[src/design/csfft_pkg.sv]
package csfft_pkg;

    localparam int DATA_W   = 40;
    localparam int SAMPLE_W = 32;
    localparam int CHUNK    = 64;
    localparam int CHUNK_W  = 7;

    localparam logic [1:0] MODE_INV_SCALED = 2'd1;
    localparam logic [1:0] MODE_INV_RAW    = 2'd2;

    localparam logic REG_MODE  = 1'b0;
    localparam logic REG_SLOTS = 1'b1;

    localparam logic [63:0] PI4_Q63 = 64'h6487ED5110B4611A;
    localparam logic [63:0] ONE_Q63 = 64'h8000000000000000;

    localparam logic signed [DATA_W-1:0] MAX40 = {1'b0, {(DATA_W-1){1'b1}}};
    localparam logic signed [DATA_W-1:0] MIN40 = {1'b1, {(DATA_W-1){1'b0}}};

    typedef enum logic [2:0] {
        WR_SAMPLE,
        WR_BF_A,
        WR_BF_B,
        WR_SWAP_A,
        WR_SWAP_B
    } wr_sel_t;

    typedef struct packed {
        logic    rd_en;
        logic    pre_en;
        logic    mul_en;
        logic    cmb_en;
        logic    wr_en;
        wr_sel_t wr_sel;
        logic    out_ld;
        logic    out_last;
        logic    inverse;
        logic    scale;
    } cmd_t;

    function automatic logic [63:0] mul63(input logic [63:0] a, input logic [63:0] b);
        logic [127:0] p;
        p = {64'd0, a} * {64'd0, b};
        return p[126:63];
    endfunction

    // cos and sin of (pi/4)*r/2^l in Q63, returned as {cos, sin}
    function automatic logic [127:0] octant_cs(input logic [63:0] r, input int unsigned l);
        logic [63:0] x;
        logic [63:0] x2;
        logic [63:0] ts;
        logic [63:0] ss;
        logic [63:0] tc;
        logic [63:0] sc;
        x  = mul63(PI4_Q63, r << (63 - l));
        x2 = mul63(x, x);
        ts = x;
        ss = x;
        tc = ONE_Q63;
        sc = ONE_Q63;
        ts = mul63(ts, x2) / 64'd6;   tc = mul63(tc, x2) / 64'd2;   ss = ss - ts; sc = sc - tc;
        ts = mul63(ts, x2) / 64'd20;  tc = mul63(tc, x2) / 64'd12;  ss = ss + ts; sc = sc + tc;
        ts = mul63(ts, x2) / 64'd42;  tc = mul63(tc, x2) / 64'd30;  ss = ss - ts; sc = sc - tc;
        ts = mul63(ts, x2) / 64'd72;  tc = mul63(tc, x2) / 64'd56;  ss = ss + ts; sc = sc + tc;
        ts = mul63(ts, x2) / 64'd110; tc = mul63(tc, x2) / 64'd90;  ss = ss - ts; sc = sc - tc;
        ts = mul63(ts, x2) / 64'd156; tc = mul63(tc, x2) / 64'd132; ss = ss + ts; sc = sc + tc;
        ts = mul63(ts, x2) / 64'd210; tc = mul63(tc, x2) / 64'd182; ss = ss - ts; sc = sc - tc;
        ts = mul63(ts, x2) / 64'd272; tc = mul63(tc, x2) / 64'd240; ss = ss + ts; sc = sc + tc;
        ts = mul63(ts, x2) / 64'd342; tc = mul63(tc, x2) / 64'd306; ss = ss - ts; sc = sc - tc;
        ts = mul63(ts, x2) / 64'd420; tc = mul63(tc, x2) / 64'd380; ss = ss + ts; sc = sc + tc;
        ts = mul63(ts, x2) / 64'd506; tc = mul63(tc, x2) / 64'd462; ss = ss - ts; sc = sc - tc;
        ts = mul63(ts, x2) / 64'd600; tc = mul63(tc, x2) / 64'd552; ss = ss + ts; sc = sc + tc;
        return {sc, ss};
    endfunction

    function automatic logic [63:0] round_tw(input logic [63:0] v, input int unsigned f);
        return (v + (64'd1 << (62 - f))) >> (63 - f);
    endfunction

    // twiddle entry j as {re[31:0], im[31:0]}, Q1.f, sign extended
    function automatic logic [63:0] tw_entry(input int unsigned j, input int unsigned l,
                                             input int unsigned f);
        logic [63:0]  m;
        logic [63:0]  t;
        logic [63:0]  oct;
        logic [63:0]  r;
        logic [127:0] cs;
        logic [63:0]  cb;
        logic [63:0]  sb;
        logic [63:0]  wr;
        logic [63:0]  wi;
        m   = 64'd1 << l;
        t   = (64'(j) & (m - 64'd1)) * 64'd8;
        oct = t >> l;
        r   = t & (m - 64'd1);
        if (oct[0])
        begin
            cs = octant_cs(m - r, l);
            cb = round_tw(cs[63:0], f);
            sb = round_tw(cs[127:64], f);
        end
        else
        begin
            cs = octant_cs(r, l);
            cb = round_tw(cs[127:64], f);
            sb = round_tw(cs[63:0], f);
        end
        case (oct[2:1])
            2'd0:
            begin
                wr = cb;
                wi = sb;
            end
            2'd1:
            begin
                wr = -sb;
                wi = cb;
            end
            2'd2:
            begin
                wr = -cb;
                wi = -sb;
            end
            default:
            begin
                wr = sb;
                wi = -cb;
            end
        endcase
        return {wr[31:0], wi[31:0]};
    endfunction

endpackage

[src/design/csfft_ctrl.sv]
module csfft_ctrl
    import csfft_pkg::*;
#(
    parameter int AW     = 9,
    parameter int RING_W = 11,
    parameter int KMAX   = 9
)
(
    input  logic              clk,
    input  logic              rst_n,
    input  logic              cfg_we,
    input  logic              cfg_index,
    input  logic [3:0]        cfg_data,
    input  logic              in_valid,
    output logic              in_stall,
    output logic              out_valid,
    input  logic              out_stall,
    output cmd_t              cmd,
    output logic [AW-1:0]     rd_addr_a,
    output logic [AW-1:0]     rd_addr_b,
    output logic [AW-1:0]     wr_addr,
    output logic [RING_W-1:0] tw_idx,
    output logic [3:0]        k
);

    typedef enum logic [3:0] {
        S_LOAD,
        S_BR_RD,
        S_BR_WA,
        S_BR_WB,
        S_BF_RD,
        S_BF_PRE,
        S_BF_MUL,
        S_BF_CMB,
        S_BF_WA,
        S_BF_WB,
        S_EM_RD,
        S_EM_LD,
        S_EM_WAIT
    } state_t;

    function automatic logic [AW-1:0] rev_bits(input logic [AW-1:0] v, input logic [3:0] kk);
        logic [AW-1:0] r;
        for (int i = 0; i < AW; i++)
            r[i] = v[AW-1-i];
        return r >> (4'(AW) - kk);
    endfunction

    state_t              state_reg, state_next;
    logic [1:0]          mode_reg;
    logic [3:0]          slots_reg;
    logic [AW:0]         lc_reg, lc_next;
    logic [3:0]          k_reg, k_next;
    logic                inv_reg, inv_next;
    logic                scale_reg, scale_next;
    logic                pend_reg, pend_next;
    logic [AW:0]         cnt_reg, cnt_next;
    logic [3:0]          s_reg, s_next;
    logic [RING_W-1:0]   p5_reg, p5_next;
    logic [CHUNK_W-1:0]  cc_reg, cc_next;

    logic [3:0]          k_cur;
    logic [AW:0]         n_cur, n_lat, lc_eff;
    logic [AW-1:0]       idx, idx_rev, hm, half, bf_a, bf_b, j_nxt;
    logic [4:0]          s2;
    logic [RING_W:0]     q4, pm, tw_val;
    logic                inv_cur, stage_last;

    assign k_cur   = (slots_reg > 4'(KMAX)) ? 4'(KMAX) : slots_reg;
    assign n_cur   = (AW+1)'(1) << k_cur;
    assign n_lat   = (AW+1)'(1) << k_reg;
    assign lc_eff  = (lc_reg >= n_cur) ? '0 : lc_reg;
    assign inv_cur = (mode_reg == MODE_INV_SCALED) || (mode_reg == MODE_INV_RAW);

    assign idx     = cnt_reg[AW-1:0];
    assign idx_rev = rev_bits(idx, k_reg);
    assign half    = AW'(1) << (s_reg - 4'd1);
    assign hm      = half - AW'(1);
    assign bf_a    = ((idx & ~hm) << 1) | (idx & hm);
    assign bf_b    = bf_a | half;
    assign j_nxt   = (idx + AW'(1)) & hm;

    // twiddle index: (5^j mod 4len) scaled to the ring, conjugated when inverse
    assign s2      = {1'b0, s_reg} + 5'd2;
    assign q4      = (RING_W+1)'(1) << s2;
    assign pm      = {1'b0, p5_reg} & (q4 - (RING_W+1)'(1));
    assign tw_val  = (inv_reg ? (q4 - pm) : pm) << (5'(RING_W) - s2);
    assign tw_idx  = tw_val[RING_W-1:0];

    assign stage_last = inv_reg ? (s_reg == 4'd1) : (s_reg == k_reg);

    assign in_stall  = (state_reg != S_LOAD);
    assign out_valid = (state_reg == S_EM_WAIT);
    assign k         = k_reg;

    always_comb
    begin
        state_next = state_reg;
        lc_next    = lc_reg;
        k_next     = k_reg;
        inv_next   = inv_reg;
        scale_next = scale_reg;
        pend_next  = pend_reg;
        cnt_next   = cnt_reg;
        s_next     = s_reg;
        p5_next    = p5_reg;
        cc_next    = cc_reg;
        cmd        = '0;
        cmd.inverse  = inv_reg;
        cmd.scale    = scale_reg;
        cmd.wr_sel   = WR_SAMPLE;
        cmd.out_last = (cnt_reg == n_lat - (AW+1)'(1));
        rd_addr_a  = idx;
        rd_addr_b  = idx_rev;
        wr_addr    = idx;

        case (state_reg)
            S_LOAD:
            begin
                if (in_valid)
                begin
                    if (pend_reg)
                        state_next = S_EM_RD;
                    else
                    begin
                        cmd.wr_en  = 1'b1;
                        cmd.wr_sel = WR_SAMPLE;
                        wr_addr    = lc_eff[AW-1:0];
                        if (lc_eff + (AW+1)'(1) == n_cur)
                        begin
                            lc_next    = '0;
                            k_next     = k_cur;
                            inv_next   = inv_cur;
                            scale_next = (mode_reg == MODE_INV_SCALED) && (k_cur != 4'd0);
                            cnt_next   = '0;
                            cc_next    = '0;
                            p5_next    = RING_W'(1);
                            s_next     = inv_cur ? k_cur : 4'd1;
                            if (k_cur == 4'd0)
                                state_next = S_EM_RD;
                            else if (inv_cur)
                                state_next = S_BF_RD;
                            else
                                state_next = S_BR_RD;
                        end
                        else
                            lc_next = lc_eff + (AW+1)'(1);
                    end
                end
            end
            S_BR_RD:
            begin
                if (idx < idx_rev)
                begin
                    cmd.rd_en  = 1'b1;
                    state_next = S_BR_WA;
                end
                else if (cnt_reg == n_lat - (AW+1)'(1))
                begin
                    cnt_next   = '0;
                    state_next = S_BF_RD;
                end
                else
                    cnt_next = cnt_reg + (AW+1)'(1);
            end
            S_BR_WA:
            begin
                cmd.wr_en  = 1'b1;
                cmd.wr_sel = WR_SWAP_A;
                wr_addr    = idx;
                state_next = S_BR_WB;
            end
            S_BR_WB:
            begin
                cmd.wr_en  = 1'b1;
                cmd.wr_sel = WR_SWAP_B;
                wr_addr    = idx_rev;
                if (cnt_reg == n_lat - (AW+1)'(1))
                begin
                    cnt_next   = '0;
                    state_next = S_BF_RD;
                end
                else
                begin
                    cnt_next   = cnt_reg + (AW+1)'(1);
                    state_next = S_BR_RD;
                end
            end
            S_BF_RD:
            begin
                cmd.rd_en  = 1'b1;
                rd_addr_a  = bf_a;
                rd_addr_b  = bf_b;
                state_next = S_BF_PRE;
            end
            S_BF_PRE:
            begin
                cmd.pre_en = 1'b1;
                state_next = S_BF_MUL;
            end
            S_BF_MUL:
            begin
                cmd.mul_en = 1'b1;
                state_next = S_BF_CMB;
            end
            S_BF_CMB:
            begin
                cmd.cmb_en = 1'b1;
                state_next = S_BF_WA;
            end
            S_BF_WA:
            begin
                cmd.wr_en  = 1'b1;
                cmd.wr_sel = WR_BF_A;
                wr_addr    = bf_a;
                state_next = S_BF_WB;
            end
            S_BF_WB:
            begin
                cmd.wr_en  = 1'b1;
                cmd.wr_sel = WR_BF_B;
                wr_addr    = bf_b;
                if (cnt_reg == (n_lat >> 1) - (AW+1)'(1))
                begin
                    cnt_next = '0;
                    p5_next  = RING_W'(1);
                    if (stage_last)
                    begin
                        cc_next    = '0;
                        state_next = S_EM_RD;
                    end
                    else
                    begin
                        s_next     = inv_reg ? s_reg - 4'd1 : s_reg + 4'd1;
                        state_next = S_BF_RD;
                    end
                end
                else
                begin
                    cnt_next   = cnt_reg + (AW+1)'(1);
                    p5_next    = (j_nxt == '0) ? RING_W'(1) : RING_W'(p5_reg + (p5_reg << 2));
                    state_next = S_BF_RD;
                end
            end
            S_EM_RD:
            begin
                cmd.rd_en  = 1'b1;
                rd_addr_a  = inv_reg ? idx_rev : idx;
                state_next = S_EM_LD;
            end
            S_EM_LD:
            begin
                cmd.out_ld = 1'b1;
                state_next = S_EM_WAIT;
            end
            S_EM_WAIT:
            begin
                if (!out_stall)
                begin
                    if (cnt_reg == n_lat - (AW+1)'(1))
                    begin
                        cnt_next   = '0;
                        cc_next    = '0;
                        pend_next  = 1'b0;
                        state_next = S_LOAD;
                    end
                    else if (cc_reg == CHUNK_W'(CHUNK - 1))
                    begin
                        // hold the rest until the next request arrives
                        cnt_next   = cnt_reg + (AW+1)'(1);
                        cc_next    = '0;
                        pend_next  = 1'b1;
                        state_next = S_LOAD;
                    end
                    else
                    begin
                        cnt_next   = cnt_reg + (AW+1)'(1);
                        cc_next    = cc_reg + CHUNK_W'(1);
                        state_next = S_EM_RD;
                    end
                end
            end
            default:
                state_next = S_LOAD;
        endcase
    end

    always_ff @(posedge clk or negedge rst_n)
    begin
        if (!rst_n)
        begin
            state_reg <= S_LOAD;
            mode_reg  <= '0;
            slots_reg <= '0;
            lc_reg    <= '0;
            k_reg     <= '0;
            inv_reg   <= 1'b0;
            scale_reg <= 1'b0;
            pend_reg  <= 1'b0;
            cnt_reg   <= '0;
            s_reg     <= '0;
            p5_reg    <= RING_W'(1);
            cc_reg    <= '0;
        end
        else
        begin
            state_reg <= state_next;
            lc_reg    <= lc_next;
            k_reg     <= k_next;
            inv_reg   <= inv_next;
            scale_reg <= scale_next;
            pend_reg  <= pend_next;
            cnt_reg   <= cnt_next;
            s_reg     <= s_next;
            p5_reg    <= p5_next;
            cc_reg    <= cc_next;
            if (cfg_we)
            begin
                case (cfg_index)
                    REG_MODE:  mode_reg  <= cfg_data[1:0];
                    REG_SLOTS: slots_reg <= cfg_data;
                    default:   mode_reg  <= mode_reg;
                endcase
            end
        end
    end

    a_no_overlap: assert property (@(posedge clk) disable iff (!rst_n)
        !(out_valid && !in_stall))
        else $error("result offered while taking requests");

    a_pend_mid: assert property (@(posedge clk) disable iff (!rst_n)
        (state_reg == S_LOAD && pend_reg) |-> (cnt_reg != '0))
        else $error("pending emission with no results delivered");

    a_stage_range: assert property (@(posedge clk) disable iff (!rst_n)
        (state_reg == S_BF_RD) |-> (s_reg != 4'd0 && s_reg <= k_reg))
        else $error("butterfly stage out of range");

    a_scale_k: assert property (@(posedge clk) disable iff (!rst_n)
        (state_reg == S_EM_LD && scale_reg) |-> (k_reg != 4'd0))
        else $error("scaling with zero shift");

endmodule

[config.mk]
export PLATFORM = sky130hd
export DESIGN_NAME = csfft_ctrl
export DESIGN_NICKNAME = d
export VERILOG_FILES = /design/src/design/csfft_pkg.sv /design/src/design/csfft_ctrl.sv
export SDC_FILE = /design/constraint.sdc
export NUM_CORES = 1
export LEC_CHECK = 0
export ABC_CLOCK_PERIOD_IN_PS = 6150
export BUFFER_PORTS_ARGS = -buffer_cell sky130_fd_sc_hd__clkbuf_2
export CAP_MARGIN = 20
export CORE_MARGIN = 2
export CORE_UTILIZATION = 40
export CTS_CLUSTER_SIZE = 28
export DETAILED_ROUTE_END_ITERATION = 8
export GPL_TIMING_DRIVEN = 0
export PLACE_DENSITY = 0.57
export SYNTH_ARGS = -nofsm -noshare
export SYNTH_HDL_FRONTEND = slang
export SYNTH_SLANG_ARGS = --single-unit
export TNS_END_PERCENT = 5
[constraint.sdc]
create_clock -name clk -period 6.15 [get_ports clk]
set_clock_uncertainty 0.05 [all_clocks]
set_input_delay 0.9225 -clock clk [delete_from_list [all_inputs] [get_ports clk]]
set_output_delay 0.9225 -clock clk [all_outputs]
set_load 0.02 [all_outputs]
==> flow_summary.toml <==
[logic_synthesis]
synth_area_per_cell_sq_um = 7.28
syn_nets = 1229
yosys_warnings = 0
synth.area.top_cells = "dfrtp_1, ha_1, a21oi_1"
synthDistinctLibCells = 88
synth_edf_count = 0
synth_seq_area_share_pct = 17.1
synthFlopType = "dfrtp_1"
yosysTopAreaCell = "dfrtp_1"
syn_area_sq_um = 8500
async_flop_share_pct = 100
synth_top_area_share_pct = 16.8
synth-seq-cells = 58
synth_cells = 1168

[timing]
worst_pin_slew_ns = 0.934
slew_viol_final = 0
hold_violations = 0
slew_headroom_pct = 37.2
rsz0062_at_grt = "yes"
min_period_over_period_pct = 97.7
setup_violations = 0
clock.fmax_mhz = 166
fin_ws_ns = 0.139
finalCriticalPeriod_ns = 6.01

[hold_path]
hold_class = "input port to async pin"

[place]
port_buffers = 65
gp_congestion = 0.959
dp_hpwl_um = 23600
place_area_sq_um = 9210
place_ws_ns = -1.34

[detailed_routing]
drt-pass1-iter-count = 7
wirelength_um = 31400
vias = 9601
dr.first_iter.drc_count = 925
drt-vias-per-instance = 6.21
ant_nets = 0
wl_per_cell_um = 20.3
drc = 0

[setup_path]
critical_path_arrival_ns = 5.04
cp_common_cell = "clkbuf_8"
crit_fanout = 10
regToRegEndpoint = "cc_reg[0]"
cpMaxStageDelayCell = "dfrtp_1"
cp_top_family = "compound AO/OA/AOI/OAI gates"
cp_slowest_stage_delay_ns = 0.41
path_buf_inv = 10
path_class = "flop to output pin"
startpoint_type = "flop"
ff2ff_path_depth = 22
r2r-start = "slots_reg[1]"
r2r_slack_ns = 0.25
crit_required_ns = 5.18
cp-end-kind = "output pin"

[die]
rows = 53
start_util_pct = 40.6
core_sq_um = 21000
dieArea_sq_um = 22400
ios = 66
dieHeight_um = 150
die_w_um = 150

[cells_and_area]
num_antenna_cells = 0
fin_area_sq_um = 10000
drive_above_1_share_pct = 17.5
regArea_sq_um = 1450
syn2layout_area_growth_pct = 18.0
nets = 1328
num-fill-cells = 2181
multi_input_area_sq_um = 6710

[run]
max_cap_viol_count = 0

[clock_tree]
htreeDepth = 3
cts.clk_slew.worst_paths_ns = 0.06
cts_buffers = 9
clock_sinks = 58
cts_tree = "built"
root_buffer = "clkbuf_16"
cts.path.max_buffers = 2
clk_latency_ns = 0.34
postCtsHoldBufs = 0

[pwr]
p_per_area_nw_per_um2 = 596
ir_worst_vdd_v = 0.000327
p_leak_nw = 4.21

[grt]
grtUsageTotal_pct = 27.8
grt_pass1_vias = 8932
grt_antenna_before_repair = 1
grt-ovfl-total = 0
grt_max_degree = 57
grt_pass1_wl_um = 49100

[outcome]
status = "finished clean"
placed cells by master (no fill, tap or decap), types with 24 or more instances in the layout:
master	n
nor2_1	101
nand3_1	55
xnor2_1	36
a21oi_1	77
buf_4	29
nor3_1	29
inv_1	44
clkbuf_2	65
clkbuf_1	48
ha_1	48
and3_1	24
dfrtp_1	56
o21ai_0	75
nand2_1	94
worst max path at each step:
| stage | startpoint | end | cells after the start | slack, ns |
|---|---|---|---|---|
| global route | slots_reg[2] | cc_reg[0] | 22 | -0.06 |
| detailed placement | s_reg[1] | tw_idx[9] | 25 | -1.34 |
| global placement | s_reg[1] | tw_idx[9] | 25 | -1.38 |
| floorplan | s_reg[1] | tw_idx[10] | 24 | 0.03 |
| CTS | s_reg[1] | tw_idx[10] | 28 | -0.006 |
| finish | s_reg[1] | tw_idx[9] | 26 | 0.14 |
worst register-to-register path: cells and delay by family, from the launching register on:
| kind | cells | cell delay [ns] |
|---|---|---|
| xor+xnor | 1 | 0.12 |
| fa+ha+maj | 2 | 0.58 |
| simple gates | 9 | 2.02 |
| compound gates | 4 | 1.32 |
| buf+inv | 4 | 0.72 |
| mux | 2 | 0.59 |
| flops | 1 | 0.41 |
synth_stat cells (all sizes together), types with 8 or more instances:
master,instances
nand2,95
a211oi,22
o22ai,13
a21o,16
nand3,55
mux2i,20
clkbuf,56
nand2b,19
o21ai,89
xor2,21
nand4,8
o31ai,12
ha,51
and3,24
a2111oi,8
or3,10
nor2b,17
xnor2,36
a31oi,23
o21a,16
a22o,14
a21oi,81
a211o,8
mux2,17
nor4,10
o211ai,12
or2,10
and2,14
a22oi,13
inv,49
dfrtp,57
nor3,34
buf,29
nor2,106
power breakdown:
group	total (W)	leakage, nW	internal (W)	switching [W]
clock	0.000573	0.163	0.000377	0.000196
sequential	0.000523	0.758	0.000450	0.0000735
combinational	0.00488	3.29	0.00187	0.00301
total	0.00597	4.21	0.00270	0.00328
area by class of cell:
class                   instances  area share [%]
plain buffers                  84            4.57
clock buffers                  12            2.56
clock inverters                 4           0.736
inverters                      50            1.95
multi-input cells             975            66.9
flip-flops and latches         58            14.5
well taps                     275            3.43
repair buffers                 89            5.38
what timing repair did:
| action | 4_1_cts | 5_1_grt |
|---|---|---|
| gates resized for setup | 52 | 27 |
| pin swaps | 15 | 12 |
| setup endpoints to repair | 46 | 42 |
| buffers inserted | 17 | 6 |
routing by layer:
| metal | vias to the layer above | global-route usage (%) | wire length [um] |
|---|---|---|---|
| li1 | 4544 | - | - |
| met3 | 65 | 4.51 | 2550 |
| met1 | 4572 | 39.4 | 14100 |
| met5 | - | 0 | 0 |
| met2 | 420 | 43.4 | 13900 |
| met4 | 0 | 8.49 | 788 |
cell families (layout without fill, tap and decap cells):
logic type,count (synthesis),in the layout,share of synthesized area [%]
AOI/OAI and AO/OA,402,402,32.5
buffers and inverters,135,239,6.65
and+or+nand+nor,425,425,24.9
DFF,58,58,17.1
adders and majority gates,51,51,7.51
muxes,40,40,5.49
xor gates and xnor gates,57,57,5.87
stage by stage:
| stage | hold slack (ns) | total power (W) | setup TNS [ns] | std cells | utilization [%] |
|---|---|---|---|---|---|
| finish | 0.346 | 0.00597 | 0 | 1547 | 47.9 |
| global route | 0.346 | 0.00640 | -0.322 | 1547 | 47.9 |
| CTS | 0.339 | 0.00575 | -0.00560 | 1541 | 47.2 |
| detailed placement | 0.428 | 0.00482 | -13.64 | 1509 | 44.0 |
| global placement | 0.420 | 0.00480 | -11.93 | 1508 | 43.8 |
| floorplan | 0.408 | 0.00366 | 0 | 1168 | - |
(Power assumes the default switching activity.)
